## src/design/c8rs_pkg.sv

```systemverilog
// Shared types, constants and helpers for the register/stack/inc-dec unit.
// No dependencies.
package c8rs_pkg;

    localparam int C8RS_MAX_CYC = 6;
    localparam int C8RS_CNT_W   = $clog2(C8RS_MAX_CYC + 1);

    localparam logic [7:0]  FLAG_B      = 8'h10;
    localparam logic [7:0]  FLAG_U      = 8'h20;
    localparam logic [7:0]  STACK_PAGE  = 8'h01;
    localparam logic [7:0]  ZERO_PAGE   = 8'h00;
    localparam logic [7:0]  SP_RESET    = 8'hFD;
    localparam logic [7:0]  P_RESET     = 8'h20;
    localparam logic [4:0]  KIND_RMW_LO = 5'd14;
    localparam logic [4:0]  KIND_DEC_LO = 5'd18;

    typedef enum logic [4:0] {
        K_TAX      = 5'd0,
        K_TAY      = 5'd1,
        K_TXA      = 5'd2,
        K_TYA      = 5'd3,
        K_TSX      = 5'd4,
        K_TXS      = 5'd5,
        K_PHA      = 5'd6,
        K_PLA      = 5'd7,
        K_PHP      = 5'd8,
        K_PLP      = 5'd9,
        K_INX      = 5'd10,
        K_INY      = 5'd11,
        K_DEX      = 5'd12,
        K_DEY      = 5'd13,
        K_INC_ZP   = 5'd14,
        K_INC_ZPX  = 5'd15,
        K_INC_ABS  = 5'd16,
        K_INC_ABSX = 5'd17,
        K_DEC_ZP   = 5'd18,
        K_DEC_ZPX  = 5'd19,
        K_DEC_ABS  = 5'd20,
        K_DEC_ABSX = 5'd21
    } t_kind;

    typedef enum logic [1:0] {
        M_ZP   = 2'd0,
        M_ZPX  = 2'd1,
        M_ABS  = 2'd2,
        M_ABSX = 2'd3
    } t_mode;

    typedef struct packed {
        logic [15:0] addr;
        logic        wr;
        logic [7:0]  data;
        logic        dummy;
    } t_bus_cycle;

    typedef struct packed {
        logic [7:0]  a;
        logic [7:0]  x;
        logic [7:0]  y;
        logic [7:0]  sp;
        logic [7:0]  p;
        logic [15:0] pc;
    } t_regs;

    function automatic t_bus_cycle mk_cyc(logic [15:0] addr, logic wr, logic [7:0] data,
                                          logic dummy);
        t_bus_cycle c;
        c.addr  = addr;
        c.wr    = wr;
        c.data  = data;
        c.dummy = dummy;
        return c;
    endfunction

    function automatic logic [7:0] set_nz(logic [7:0] p, logic [7:0] v);
        return {v[7], p[6:2], (v == 8'h00), p[0]};
    endfunction

endpackage

```

## src/design/c8rs_if.sv

```systemverilog
// Valid/ready channel interfaces for the register/stack/inc-dec unit.
// Depends on nothing; payload fields as the unit's item and result.
interface c8rs_in_if;
    logic       valid;
    logic       ready;
    logic [4:0] kind;
    logic [7:0] operand_lo;
    logic [7:0] operand_hi;
    logic [7:0] mem_value;

    modport source (output valid, kind, operand_lo, operand_hi, mem_value, input ready);
    modport sink   (input valid, kind, operand_lo, operand_hi, mem_value, output ready);
endinterface

interface c8rs_out_if;
    logic        valid;
    logic        ready;
    logic [15:0] bus_address;
    logic        bus_write;
    logic [7:0]  bus_data;
    logic        is_dummy;
    logic        last;
    logic [7:0]  reg_a;
    logic [7:0]  reg_x;
    logic [7:0]  reg_y;
    logic [7:0]  reg_sp;
    logic [7:0]  reg_status;

    modport source (output valid, bus_address, bus_write, bus_data, is_dummy, last,
                    reg_a, reg_x, reg_y, reg_sp, reg_status, input ready);
    modport sink   (input valid, bus_address, bus_write, bus_data, is_dummy, last,
                    reg_a, reg_x, reg_y, reg_sp, reg_status, output ready);
endinterface

```

## src/design/cpu8_register_stack_incdec_unit.sv

```systemverilog
// Top level of the register/stack/inc-dec execution unit.
// Depends on c8rs_pkg, c8rs_if and c8rs_exec.
//
// Usage:
//   i_in carries one instruction per transaction (kind, operand bytes and
//   the memory byte). o_out carries one transaction per bus cycle of that
//   instruction, with last set on the final one and the register file as it
//   stands after the instruction.
//   An accepted instruction is evaluated in the accepting cycle; its bus
//   cycles are loaded into a six-entry result shift line and the first one
//   is presented in the next cycle. Each instruction then gives 1 to 6
//   transactions on o_out, one per bus cycle: 1 for transfers and index
//   inc/dec, 2 for pushes, 3 for pulls, 4 to 6 for memory inc/dec. The
//   output drain of one result per cycle, while o_out.ready is high, sets
//   the rate; i_in.ready is high when the line is empty or its last entry
//   is being taken, so the next instruction follows without a gap.
//   Kinds 22 to 31 are accepted and produce no transaction.
//   Reset clears the line and loads A, X, Y = 0, SP = 0xFD, P = 0x20,
//   PC = 0. While o_out is stalled the current transaction holds and no new
//   instruction is taken once the last entry is waiting.
module cpu8_register_stack_incdec_unit
    import c8rs_pkg::*;
(
    input  logic        i_clk,
    input  logic        i_rst_n,
    c8rs_in_if.sink     i_in,
    c8rs_out_if.source  o_out
);
    t_regs                          r_regs;
    t_regs                          n_regs;
    t_bus_cycle [C8RS_MAX_CYC-1:0]  r_buf;
    t_bus_cycle [C8RS_MAX_CYC-1:0]  n_buf;
    logic [C8RS_CNT_W-1:0]          r_cnt;
    logic [C8RS_CNT_W-1:0]          n_cnt;
    logic                           in_fire;
    logic                           out_fire;

    c8rs_exec u_exec (
        .i_kind       (i_in.kind),
        .i_operand_lo (i_in.operand_lo),
        .i_operand_hi (i_in.operand_hi),
        .i_mem_value  (i_in.mem_value),
        .i_regs       (r_regs),
        .o_regs       (n_regs),
        .o_cycles     (n_buf),
        .o_count      (n_cnt)
    );

    assign out_fire   = o_out.valid && o_out.ready;
    assign i_in.ready = (r_cnt == '0) || (o_out.ready && (r_cnt == C8RS_CNT_W'(1)));
    assign in_fire    = i_in.valid && i_in.ready;

    always_ff @(posedge i_clk) begin
        if (!i_rst_n) begin
            r_regs.a  <= 8'h00;
            r_regs.x  <= 8'h00;
            r_regs.y  <= 8'h00;
            r_regs.sp <= SP_RESET;
            r_regs.p  <= P_RESET;
            r_regs.pc <= 16'h0000;
            r_cnt     <= '0;
        end else if (in_fire) begin
            r_regs <= n_regs;
            r_cnt  <= n_cnt;
        end else if (out_fire) begin
            r_cnt <= r_cnt - C8RS_CNT_W'(1);
        end
    end

    always_ff @(posedge i_clk) begin
        if (in_fire) begin
            r_buf <= n_buf;
        end else if (out_fire) begin
            for (int k = 0; k < C8RS_MAX_CYC - 1; k++) begin
                r_buf[k] <= r_buf[k+1];
            end
        end
    end

    assign o_out.valid       = (r_cnt != '0);
    assign o_out.last        = (r_cnt == C8RS_CNT_W'(1));
    assign o_out.bus_address = r_buf[0].addr;
    assign o_out.bus_write   = r_buf[0].wr;
    assign o_out.bus_data    = r_buf[0].data;
    assign o_out.is_dummy    = r_buf[0].dummy;
    assign o_out.reg_a       = r_regs.a;
    assign o_out.reg_x       = r_regs.x;
    assign o_out.reg_y       = r_regs.y;
    assign o_out.reg_sp      = r_regs.sp;
    assign o_out.reg_status  = r_regs.p;
endmodule

```

## src/design/c8rs_exec.sv

```systemverilog
// Instruction evaluation: next register file and the full bus cycle list.
// Depends on c8rs_pkg.
module c8rs_exec
    import c8rs_pkg::*;
(
    input  logic [4:0]                           i_kind,
    input  logic [7:0]                           i_operand_lo,
    input  logic [7:0]                           i_operand_hi,
    input  logic [7:0]                           i_mem_value,
    input  t_regs                                i_regs,
    output t_regs                                o_regs,
    output t_bus_cycle [C8RS_MAX_CYC-1:0]        o_cycles,
    output logic [C8RS_CNT_W-1:0]                o_count
);
    logic [15:0] stk_addr;
    logic [15:0] stk_addr_inc;
    logic [7:0]  lo_plus_x;
    logic [15:0] rmw_addr;
    logic [7:0]  rmw_new;
    logic [2:0]  rmw_base;
    t_mode       mode;
    logic        is_dec;

    assign stk_addr     = {STACK_PAGE, i_regs.sp};
    assign stk_addr_inc = {STACK_PAGE, i_regs.sp + 8'd1};
    assign lo_plus_x    = i_operand_lo + i_regs.x;
    assign mode         = t_mode'(2'(i_kind - KIND_RMW_LO));
    assign is_dec       = (i_kind >= KIND_DEC_LO);
    assign rmw_new      = is_dec ? i_mem_value - 8'd1 : i_mem_value + 8'd1;

    always_comb begin
        o_regs   = i_regs;
        o_cycles = '0;
        o_count  = '0;
        rmw_addr = {ZERO_PAGE, i_operand_lo};
        rmw_base = 3'd1;
        o_cycles[0] = mk_cyc(i_regs.pc, 1'b0, 8'h00, 1'b1);
        case (t_kind'(i_kind))
            K_TAX: begin
                o_regs.x = i_regs.a;
                o_regs.p = set_nz(i_regs.p, i_regs.a);
                o_count  = C8RS_CNT_W'(1);
            end
            K_TAY: begin
                o_regs.y = i_regs.a;
                o_regs.p = set_nz(i_regs.p, i_regs.a);
                o_count  = C8RS_CNT_W'(1);
            end
            K_TXA: begin
                o_regs.a = i_regs.x;
                o_regs.p = set_nz(i_regs.p, i_regs.x);
                o_count  = C8RS_CNT_W'(1);
            end
            K_TYA: begin
                o_regs.a = i_regs.y;
                o_regs.p = set_nz(i_regs.p, i_regs.y);
                o_count  = C8RS_CNT_W'(1);
            end
            K_TSX: begin
                o_regs.x = i_regs.sp;
                o_regs.p = set_nz(i_regs.p, i_regs.sp);
                o_count  = C8RS_CNT_W'(1);
            end
            K_TXS: begin
                o_regs.sp = i_regs.x;
                o_count   = C8RS_CNT_W'(1);
            end
            K_PHA: begin
                o_cycles[1] = mk_cyc(stk_addr, 1'b1, i_regs.a, 1'b0);
                o_regs.sp   = i_regs.sp - 8'd1;
                o_count     = C8RS_CNT_W'(2);
            end
            K_PHP: begin
                o_cycles[1] = mk_cyc(stk_addr, 1'b1, i_regs.p | FLAG_B | FLAG_U, 1'b0);
                o_regs.sp   = i_regs.sp - 8'd1;
                o_count     = C8RS_CNT_W'(2);
            end
            K_PLA: begin
                o_cycles[1] = mk_cyc(stk_addr, 1'b0, 8'h00, 1'b1);
                o_cycles[2] = mk_cyc(stk_addr_inc, 1'b0, i_mem_value, 1'b0);
                o_regs.sp   = i_regs.sp + 8'd1;
                o_regs.a    = i_mem_value;
                o_regs.p    = set_nz(i_regs.p, i_mem_value);
                o_count     = C8RS_CNT_W'(3);
            end
            K_PLP: begin
                o_cycles[1] = mk_cyc(stk_addr, 1'b0, 8'h00, 1'b1);
                o_cycles[2] = mk_cyc(stk_addr_inc, 1'b0, i_mem_value, 1'b0);
                o_regs.sp   = i_regs.sp + 8'd1;
                o_regs.p    = i_mem_value | FLAG_U;
                o_count     = C8RS_CNT_W'(3);
            end
            K_INX: begin
                o_regs.x = i_regs.x + 8'd1;
                o_regs.p = set_nz(i_regs.p, o_regs.x);
                o_count  = C8RS_CNT_W'(1);
            end
            K_INY: begin
                o_regs.y = i_regs.y + 8'd1;
                o_regs.p = set_nz(i_regs.p, o_regs.y);
                o_count  = C8RS_CNT_W'(1);
            end
            K_DEX: begin
                o_regs.x = i_regs.x - 8'd1;
                o_regs.p = set_nz(i_regs.p, o_regs.x);
                o_count  = C8RS_CNT_W'(1);
            end
            K_DEY: begin
                o_regs.y = i_regs.y - 8'd1;
                o_regs.p = set_nz(i_regs.p, o_regs.y);
                o_count  = C8RS_CNT_W'(1);
            end
            K_INC_ZP, K_INC_ZPX, K_INC_ABS, K_INC_ABSX,
            K_DEC_ZP, K_DEC_ZPX, K_DEC_ABS, K_DEC_ABSX: begin
                o_cycles[0] = mk_cyc(i_regs.pc, 1'b0, i_operand_lo, 1'b0);
                o_regs.pc   = i_regs.pc + 16'd1;
                case (mode)
                    M_ZP: begin
                        rmw_addr = {ZERO_PAGE, i_operand_lo};
                        rmw_base = 3'd1;
                    end
                    M_ZPX: begin
                        o_cycles[1] = mk_cyc({ZERO_PAGE, i_operand_lo}, 1'b0, 8'h00, 1'b1);
                        rmw_addr    = {ZERO_PAGE, lo_plus_x};
                        rmw_base    = 3'd2;
                    end
                    M_ABS: begin
                        o_cycles[1] = mk_cyc(i_regs.pc + 16'd1, 1'b0, i_operand_hi, 1'b0);
                        o_regs.pc   = i_regs.pc + 16'd2;
                        rmw_addr    = {i_operand_hi, i_operand_lo};
                        rmw_base    = 3'd2;
                    end
                    M_ABSX: begin
                        o_cycles[1] = mk_cyc(i_regs.pc + 16'd1, 1'b0, i_operand_hi, 1'b0);
                        o_cycles[2] = mk_cyc({i_operand_hi, lo_plus_x}, 1'b0, 8'h00, 1'b1);
                        o_regs.pc   = i_regs.pc + 16'd2;
                        rmw_addr    = {i_operand_hi, i_operand_lo} + {8'h00, i_regs.x};
                        rmw_base    = 3'd3;
                    end
                    default: begin
                        rmw_base = 3'd1;
                    end
                endcase
                o_cycles[rmw_base]        = mk_cyc(rmw_addr, 1'b0, i_mem_value, 1'b0);
                o_cycles[rmw_base + 3'd1] = mk_cyc(rmw_addr, 1'b1, i_mem_value, 1'b1);
                o_cycles[rmw_base + 3'd2] = mk_cyc(rmw_addr, 1'b1, rmw_new, 1'b0);
                o_regs.p = set_nz(i_regs.p, rmw_new);
                o_count  = C8RS_CNT_W'(rmw_base + 3'd3);
            end
            default: begin
                o_count = '0;
            end
        endcase
    end
endmodule

```

## src/flat_wrapper.sv

```systemverilog
// flat-port wrapper written by rule: the top's interface ports become plain ports
module cpu8_register_stack_incdec_unit_flat import c8rs_pkg::*;
  (i_clk, i_rst_n, i_in_valid, i_in_kind, i_in_operand_lo, i_in_operand_hi, i_in_mem_value, i_in_ready, o_out_valid, o_out_bus_address, o_out_bus_write, o_out_bus_data, o_out_is_dummy, o_out_last, o_out_reg_a, o_out_reg_x, o_out_reg_y, o_out_reg_sp, o_out_reg_status, o_out_ready);
  c8rs_in_if i_in_i ();
  c8rs_out_if o_out_i ();
  input  logic i_clk;
  input  logic i_rst_n;
  input wire logic [$bits(i_in_i.valid)-1:0] i_in_valid;
  input wire logic [$bits(i_in_i.kind)-1:0] i_in_kind;
  input wire logic [$bits(i_in_i.operand_lo)-1:0] i_in_operand_lo;
  input wire logic [$bits(i_in_i.operand_hi)-1:0] i_in_operand_hi;
  input wire logic [$bits(i_in_i.mem_value)-1:0] i_in_mem_value;
  output wire logic [$bits(i_in_i.ready)-1:0] i_in_ready;
  output wire logic [$bits(o_out_i.valid)-1:0] o_out_valid;
  output wire logic [$bits(o_out_i.bus_address)-1:0] o_out_bus_address;
  output wire logic [$bits(o_out_i.bus_write)-1:0] o_out_bus_write;
  output wire logic [$bits(o_out_i.bus_data)-1:0] o_out_bus_data;
  output wire logic [$bits(o_out_i.is_dummy)-1:0] o_out_is_dummy;
  output wire logic [$bits(o_out_i.last)-1:0] o_out_last;
  output wire logic [$bits(o_out_i.reg_a)-1:0] o_out_reg_a;
  output wire logic [$bits(o_out_i.reg_x)-1:0] o_out_reg_x;
  output wire logic [$bits(o_out_i.reg_y)-1:0] o_out_reg_y;
  output wire logic [$bits(o_out_i.reg_sp)-1:0] o_out_reg_sp;
  output wire logic [$bits(o_out_i.reg_status)-1:0] o_out_reg_status;
  input wire logic [$bits(o_out_i.ready)-1:0] o_out_ready;
  assign i_in_i.valid = i_in_valid;
  assign i_in_i.kind = i_in_kind;
  assign i_in_i.operand_lo = i_in_operand_lo;
  assign i_in_i.operand_hi = i_in_operand_hi;
  assign i_in_i.mem_value = i_in_mem_value;
  assign i_in_ready = i_in_i.ready;
  assign o_out_valid = o_out_i.valid;
  assign o_out_bus_address = o_out_i.bus_address;
  assign o_out_bus_write = o_out_i.bus_write;
  assign o_out_bus_data = o_out_i.bus_data;
  assign o_out_is_dummy = o_out_i.is_dummy;
  assign o_out_last = o_out_i.last;
  assign o_out_reg_a = o_out_i.reg_a;
  assign o_out_reg_x = o_out_i.reg_x;
  assign o_out_reg_y = o_out_i.reg_y;
  assign o_out_reg_sp = o_out_i.reg_sp;
  assign o_out_reg_status = o_out_i.reg_status;
  assign o_out_i.ready = o_out_ready;
  cpu8_register_stack_incdec_unit u_core (.i_clk(i_clk), .i_rst_n(i_rst_n), .i_in(i_in_i), .o_out(o_out_i));
endmodule
```

## config.mk

```make
export PLATFORM = sky130hd
export DESIGN_NAME = cpu8_register_stack_incdec_unit_flat
export DESIGN_NICKNAME = d
export VERILOG_FILES = /design/src/design/c8rs_pkg.sv /design/src/design/c8rs_if.sv /design/src/design/cpu8_register_stack_incdec_unit.sv /design/src/design/c8rs_exec.sv /design/src/flat_wrapper.sv
export SDC_FILE = /design/constraint.sdc
export NUM_CORES = 1
export LEC_CHECK = 0
export ABC_AREA = 1
export BUFFER_PORTS_ARGS = -buffer_cell sky130_fd_sc_hd__buf_2
export CAP_MARGIN = 20
export CORE_MARGIN = 2
export CORE_UTILIZATION = 35
export CTS_BUF_LIST = sky130_fd_sc_hd__clkbuf_16
export CTS_CLUSTER_SIZE = 20
export DETAILED_ROUTE_END_ITERATION = 10
export PLACE_DENSITY_LB_ADDON = 0.25
export SLEW_MARGIN = 20
export SYNTH_ARGS = -nofsm -noshare
export SYNTH_HDL_FRONTEND = slang
export SYNTH_SLANG_ARGS = --single-unit
```

## constraint.sdc

```tcl
create_clock -name i_clk -period 13 [get_ports i_clk]
set_input_delay 2.6 -clock i_clk [delete_from_list [all_inputs] [get_ports i_clk]]
set_output_delay 2.6 -clock i_clk [all_outputs]
set_load 0.05 [all_outputs]
```

==> metrics.yaml, run 1 <==
run_status:
  status: "finished, final reports clean"
cts:
  clock_sinks: 215
  cts_htree_levels: 1
  root_buffer: "clkbuf_16"
  post_cts_resized: 0
  clockBufferDepth: 3
  clk_pin_slew_ns: 0.06
  cts_buffers: 25
  clkLatencyLatePin_ns: 0.57
  cts_setup_buffers: 0
  cts_tree: "yes"
  cts_hold_buffers: 0
flow_run:
  drv_cap: 0
critical_path:
  crit_type: "input pin to output pin"
  worstPathRequired_ns: 10.40
  rr_endpoint: "u_core.r_buf[68]"
  r2r_slack_ns: 9.34
  cp.arrival_ns: 3.31
  cp_max_fo: 2
  reg2reg_depth: 12
  critPathCaptureType: "output pin"
  r2r-start: "u_core.r_cnt[0]"
  start_kind: "input pin"
pwr:
  power_density_nw_per_um2: 204
  swShare: 0.400
  p_sw_mw: 1.21
  vdd_drop_max_mv: 0.112
  seq_power_share: 0.411
  p_int_mw: 1.81
  p_leak_nw: 6.38
  combPwrFrac: 0.342
  p_clk_frac: 0.247
synth:
  synth_area_um2: 13500
  synth_seq_cells: 215
  synth_top_family_by_area: "simple AND/OR/NAND/NOR gates"
  syn-num-nets: 1805
  yosysSeqAreaShare: 0.435
  synth_compound_area_frac: 0.169
  synthAdderAreaFrac: 0.0401
  ys_types: 56
  synthXorXnorAreaFrac: 0.0150
  yosys_warnings: 0
  synth-edff-count: 156
  synthFlopType: "edfxtp_1"
  synth-simple-area-share: 0.231
  muxShareOfSynthArea: 0
  synth_cells: 1730
  avgSynthCellArea_um2: 7.79
  async_flop_share: 0
worst_hold_path:
  hold_path_class: "flip-flop to flip-flop"
  holdPathStages: 2
  min_to: "u_core.o_out.reg_status[4]"
  worstHoldStart: "u_core.o_out.reg_status[4]"
sta:
  rsz0062_at_grt: "false"
  hold_violations: 0
  slew_violations: 0
  setup_viol: 0
  period_share: 0.455
  relSlewSlack: 0.261
  skew_ns: 0.0187
  clock.fmax_mhz: 169
  min_period_ns: 5.91
  worst_slew_pin_slew_ns: 1.11
  tns_ns: 0
floorplan:
  dieWidth_um: 200
  die_y_um: 200
  core_um2: 37800
  io-pin-count: 102
  start_util: 0.357
  die_area_um2: 40100
  placementRows: 71
placed_design:
  dp_cells: 2229
  io_buffer_count: 101
  dp_hpwl_um: 35000
  place_congestion: 0.934
  placed_cell_area_um2: 13900
finish:
  stdcell_count: 2275
  drive_gt1_frac: 0.107
  final_area_um2: 14800
  antenna_cells: 0
  num-fill-cells: 3891
  fin_nets: 1820
  areaGrowthSynthToFinish_pct: 9.83
routing:
  drc: 0
  firstDrtPassIters: 8
  initialDrtViolationCount: 1141
  drt_wl_total_um: 47100
  dr_total_vias: 12300
  via_per_inst: 5.42
  post_drt_wl_per_cell_um: 20.7
  final_antenna_net_count: 0
grt:
  grt_antenna_before_repair: 0
  grt_max_degree: 84
  grt_pass1_vias: 11500
  grtUsageTotal: 0.226
  grt_overflow_total: 0
  grt_pass1_wl_um: 70300
-- cells in the mapped netlist, types with 5 or more instances --
library cell    n  area (um^2)
nand3_1        99          495
nand2_1       440         1650
a211oi_1        7         52.6
a21oi_1        95          475
buf_2          22          110
o21ai_1        19         95.1
o221ai_1       20          175
o22ai_1        26          163
a31oi_1        14         87.6
dfxtp_1        59         1180
xor2_1         22          193
nor2_1        130          488
inv_2          15         56.3
ha_1           40          500
buf_1           5         18.8
o21ai_0       157          786
edfxtp_1      156         4680
nand4_1        23          144
nor3_1         24          120
buf_4          67          503
inv_1         180          676
o211ai_1       14          105
clkbuf_1       23         86.3
a22oi_1        11         82.6
-- cell type report --
class / count / area (um^2) / share of cell area
multi-input combinational: 1199 / 6150 / 0.416
sequential: 215 / 5870 / 0.396
inverter: 198 / 746 / 0.0504
tap: 511 / 639 / 0.0432
clock buffer: 25 / 626 / 0.0423
timing repair buffer: 106 / 543 / 0.0367
clock inverter: 21 / 230 / 0.0156
-- logic make-up after synthesis --
| logic type | Yosys count |
|---|---|
| flops | 215 |
| xor+xnor | 23 |
| compound gates | 392 |
| simple gates | 742 |
| fa+ha+maj | 42 |
| buf+inv | 316 |
-- cells in the final DEF, fill, tap and decap left out, types with 25 or more instances in the layout --
| cell type | netlist | routed |
|---|---|---|
| nand2_1 | 440 | 440 |
| inv_1 | 180 | 181 |
| o21ai_0 | 157 | 157 |
| edfxtp_1 | 156 | 156 |
| nor2_1 | 130 | 130 |
| buf_2 | 22 | 101 |
| nand3_1 | 99 | 99 |
| a21oi_1 | 95 | 94 |
| dfxtp_1 | 59 | 59 |
| ha_1 | 40 | 40 |
| o22ai_1 | 26 | 26 |
| clkbuf_16 | 0 | 25 |
-- sequential cells by signal, summed over array words and instances, names as in the netlist --
| register | count |
|---|---|
| u_core.r_buf | 130 |
| u_core.o_out.bus_address | 16 |
| u_core.r_regs | 16 |
| u_core.o_out.bus_data | 8 |
| u_core.o_out.reg_a | 8 |
| u_core.o_out.reg_sp | 8 |
| u_core.o_out.reg_status | 8 |
| u_core.o_out.reg_x | 8 |
| u_core.o_out.reg_y | 8 |
| u_core.r_cnt | 3 |
| u_core.o_out.bus_write | 1 |
| u_core.o_out.is_dummy | 1 |
-- power by group through the flow --
stage | logic [mW] | clock network, mW | registers [mW]
5_1_grt | 1.13 | 0.783 | 1.26
2_1_floorplan | 0.798 | 0 | 1.27
3_5_place_dp | 1.03 | 0 | 1.25
3_3_place_gp | 1.01 | 0 | 1.25
4_1_cts | 1.03 | 0.758 | 1.24
6_report | 1.03 | 0.746 | 1.24
-- critical path, cell delays in order --
cell     delay, ns
buf_2         0.07
inv_1         0.06
o21ai_1       0.26
buf_2         0.32
-- worst max path at each step --
stage / startpoint / endpoint / slack (ns)
after floorplan: i_in_valid / u_core.r_cnt[1] / 3.08
after global placement: i_in_kind[1] / u_core.r_buf[68] / 6.88
after detailed placement: i_in_kind[1] / u_core.r_buf[68] / 6.75
after CTS: o_out_ready / i_in_ready / 7.08
after global routing: i_in_kind[1] / u_core.r_buf[68] / 6.89
final: o_out_ready / i_in_ready / 7.09
-- per-stage QoR --
stage               setup WS [ns]  utilization  hold WS, ns  total power, mW
finish                       7.09        0.392        0.448             3.02
global route                 6.89        0.392        0.481             3.17
CTS                          7.08        0.392        0.449             3.02
detailed placement           6.75        0.369        0.440             2.28
global placement             6.88        0.369        0.436             2.26
floorplan                    3.08            -        0.421             2.07
-- layer usage --
layer	vias up	track usage	part of all wire
li1	5878	-	-
met1	5840	0.320	0.45
met2	523	0.345	0.43
met3	84	0.0337	0.078
met4	0	0.0941	0.039
met5	-	0	0
(Power assumes the default switching activity.)
==> run 2: changes to the inputs <==
==> constraint.sdc (replaced) <==
create_clock -name i_clk -period 5.9 [get_ports i_clk]
set_input_delay 1.18 -clock i_clk [delete_from_list [all_inputs] [get_ports i_clk]]
set_output_delay 1.18 -clock i_clk [all_outputs]
set_load 0.05 [all_outputs]
==> run 2 against run 1 <==
Effect of this change:
- clock skew rose by 0.0033 ns
- design area barely moved
- die area did not move
- largest power group unchanged
- first-iteration DRC count rose by 22%
- critical path depth rose by 12
- global-route usage rose by 0.20 points
- sequential share of layout area barely moved
- worst setup slack got worse by 5.3 ns
- clock power rose by 110%
==> metrics.yaml, run 2 (synthesis gave the netlist of run 1 again) <==
cts:
  cts_tree: "yes"
  clockBufferDepth: 3  # unchanged
  clock_sinks: 215  # unchanged
  cts_htree_levels: 1  # unchanged
  cts_buffers: 26  # +4.0%
  root_buffer: "clkbuf_16"
  clkLatencyLatePin_ns: 0.56  # about the same
  clk_pin_slew_ns: 0.05  # about the same
  cts_hold_buffers: 0  # unchanged
  cts_setup_buffers: 0  # unchanged
  post_cts_resized: 0  # unchanged
sta:
  setup_viol: 0  # unchanged
  skew_ns: 0.0220  # +0.00326 ns
  hold_violations: 0  # unchanged
  relSlewSlack: 0.356  # +0.0953
  tns_ns: 0  # unchanged
  clock.fmax_mhz: 246
  min_period_ns: 4.07
  slew_violations: 0  # unchanged
  worst_slew_pin_slew_ns: 0.962  # -0.146 ns
  period_share: 0.690
  rsz0062_at_grt: "false"
placed_design:
  place_congestion: 0.973  # +4.2%
  io_buffer_count: 101  # unchanged
  dp_hpwl_um: 35000  # -0.19%
worst_hold_path:
  hold_path_class: "flip-flop to flip-flop"
critical_path:
  crit_slowest_cell: "inv_2"
  start_kind: "input pin"
  cp_max_fo: 26  # +24
  cpLargestDelayFamily: "simple AND/OR/NAND/NOR gates"
  worst-path-buf-inv: 5  # +2
  cp.arrival_ns: 4.34  # +1.03 ns
  crit_path_max_incr_delay_ns: 0.46  # +0.14 ns
  crit_type: "input pin to flip-flop"
  critPathCaptureType: "flip-flop"
  worstPathRequired_ns: 6.17  # -4.23 ns
  path_cells: "buf_2 > inv_1 > ha_1 > buf_4 > inv_2 > nand2_1 > nand3_1 > nand3_1 > nand2_4 > nor2_8 > inv_2 > nor2_2 > nor2_1 > o21ai_1 > o21ai_0 > o211ai_1"
grt:
  grt_pass1_wl_um: 70900  # +0.88%
  grt_max_degree: 137  # +63%
  grt_pass1_vias: 11500  # -0.23%
  grtUsageTotal: 0.228  # +0.00204
  grt_antenna_before_repair: 0  # unchanged
  grt_overflow_total: 0  # unchanged
finish:
  layout_commonest_cell: "nand2_1"
  num-fill-cells: 3890  # -0.026%
  top_register: "u_core.r_buf"
  drive_gt1_frac: 0.104  # -0.00233
  fin_nets: 1822  # +0.11%
  largest_reg_flops: 130  # unchanged
  areaGrowthSynthToFinish_pct: 9.78  # about the same
  antenna_cells: 0  # unchanged
  final_cell_mix: "nand2_1 (440), inv_1 (189), o21ai_0 (157), edfxtp_1 (156), nor2_1 (130)"
floorplan:
  start_util: 0.357  # unchanged
  die_y_um: 200  # unchanged
  core_um2: 37800  # unchanged
  dieWidth_um: 200  # unchanged
  io-pin-count: 102  # unchanged
  die_area_um2: 40100  # unchanged
  placementRows: 71  # unchanged
routing:
  post_drt_wl_per_cell_um: 20.6  # -0.46%
  final_antenna_net_count: 0  # unchanged
  initialDrtViolationCount: 1388  # +22%
  firstDrtPassIters: 6  # -2
  dr_total_vias: 12400  # +0.25%
  via_per_inst: 5.43  # +0.21%
  drt_wl_total_um: 46900  # -0.41%
  drc: 0  # unchanged
pwr:
  vdd_drop_max_mv: 0.400  # +260%
  seq_power_share: 0.416  # +0.005
  p_int_mw: 3.96  # +120%
  p_sw_mw: 2.61  # +120%
  p_total_mw: 6.58  # +120%
  combPwrFrac: 0.344  # +0.002
  power_density_nw_per_um2: 445  # +120%
  swShare: 0.397  # -0.00242
  p_leak_nw: 6.41  # +0.55%
  p_clk_frac: 0.240  # -0.007
run_status:
  status: "finished, final reports clean"
flow_run:
  drv_cap: 0  # unchanged
==> run 2: cell types whose count changed in the layout (fill, tap and decap cells not counted), sizes merged <==
| cell | delta |
|---|---|
| clkbuf | +1 |
| clkinv | -2 |
| bufinv | -1 |
| inv | +6 |
| buf | +1 |
| clkinvlp | -4 |
==> run 2: power groups by stage <==
stage               clock network, mW  registers, mW  logic [mW]
CTS                              1.60           2.73        2.27
global placement                    0           2.75        2.24
finish                           1.58           2.74        2.27
global route                     1.65           2.78        2.50
detailed placement                  0           2.76        2.26
floorplan                           0           2.73        1.76
==> run 2: final timing paths <==
check	to	from	cells past startpoint	slack (ns)
min	u_core.o_out.reg_status[4]	u_core.o_out.reg_status[4]	2	0.44
max reg2reg	u_core.r_buf[68]	u_core.r_cnt[0]	12	2.45
max	u_core.r_buf[68]	i_in_kind[1]	16	1.83
min reg2reg	u_core.o_out.reg_status[4]	u_core.o_out.reg_status[4]	2	0.44
==> run 2: stage by stage <==
step / hold slack, ns / setup slack, ns / instances / utilization / area [um^2]
after global placement: 0.434 / 1.50 / 2230 / 0.370 / 14000
after CTS: 0.444 / 1.93 / 2276 / 0.392 / 14800
after global routing: 0.465 / 1.56 / 2276 / 0.392 / 14800
final: 0.440 / 1.83 / 2276 / 0.392 / 14800
after floorplan: 0.421 / 0.245 / 1730 / - / 13500
after detailed placement: 0.435 / 1.36 / 2230 / 0.370 / 14000
==> run 2: layout make-up <==
type	instances	area, um^2	share of cell area
tap	511	639	0.0432
timing repair buffer	107	563	0.0381
inverter	198	746	0.0504
multi-input combinational	1199	6150	0.416
clock inverter	20	174	0.0118
clock buffer	26	651	0.0440
sequential	215	5870	0.397
==> run 2: metal layers <==
metal  routed length, um  up-vias  track usage  part of all wire
li1                    -     5883            -                 -
met1               20800     5824        0.328              0.44
met2               20500      557        0.349              0.44
met3                3780       92       0.0306             0.080
met4                1790        0       0.0834             0.038
met5                   0        -            0                 0
==> run 2: worst register-to-register path, stage by stage, from the launching register on <==
cell,delay [ns]
dfxtp_1,0.45
inv_1,0.16
ha_1,0.23
nand2_1,0.19
o21ai_1,0.16
nand2_4,0.44
nor2_8,0.22
inv_2,0.46
nor2_2,0.15
nor2_1,0.37
o21ai_1,0.11
o21ai_0,0.10
o211ai_1,0.10
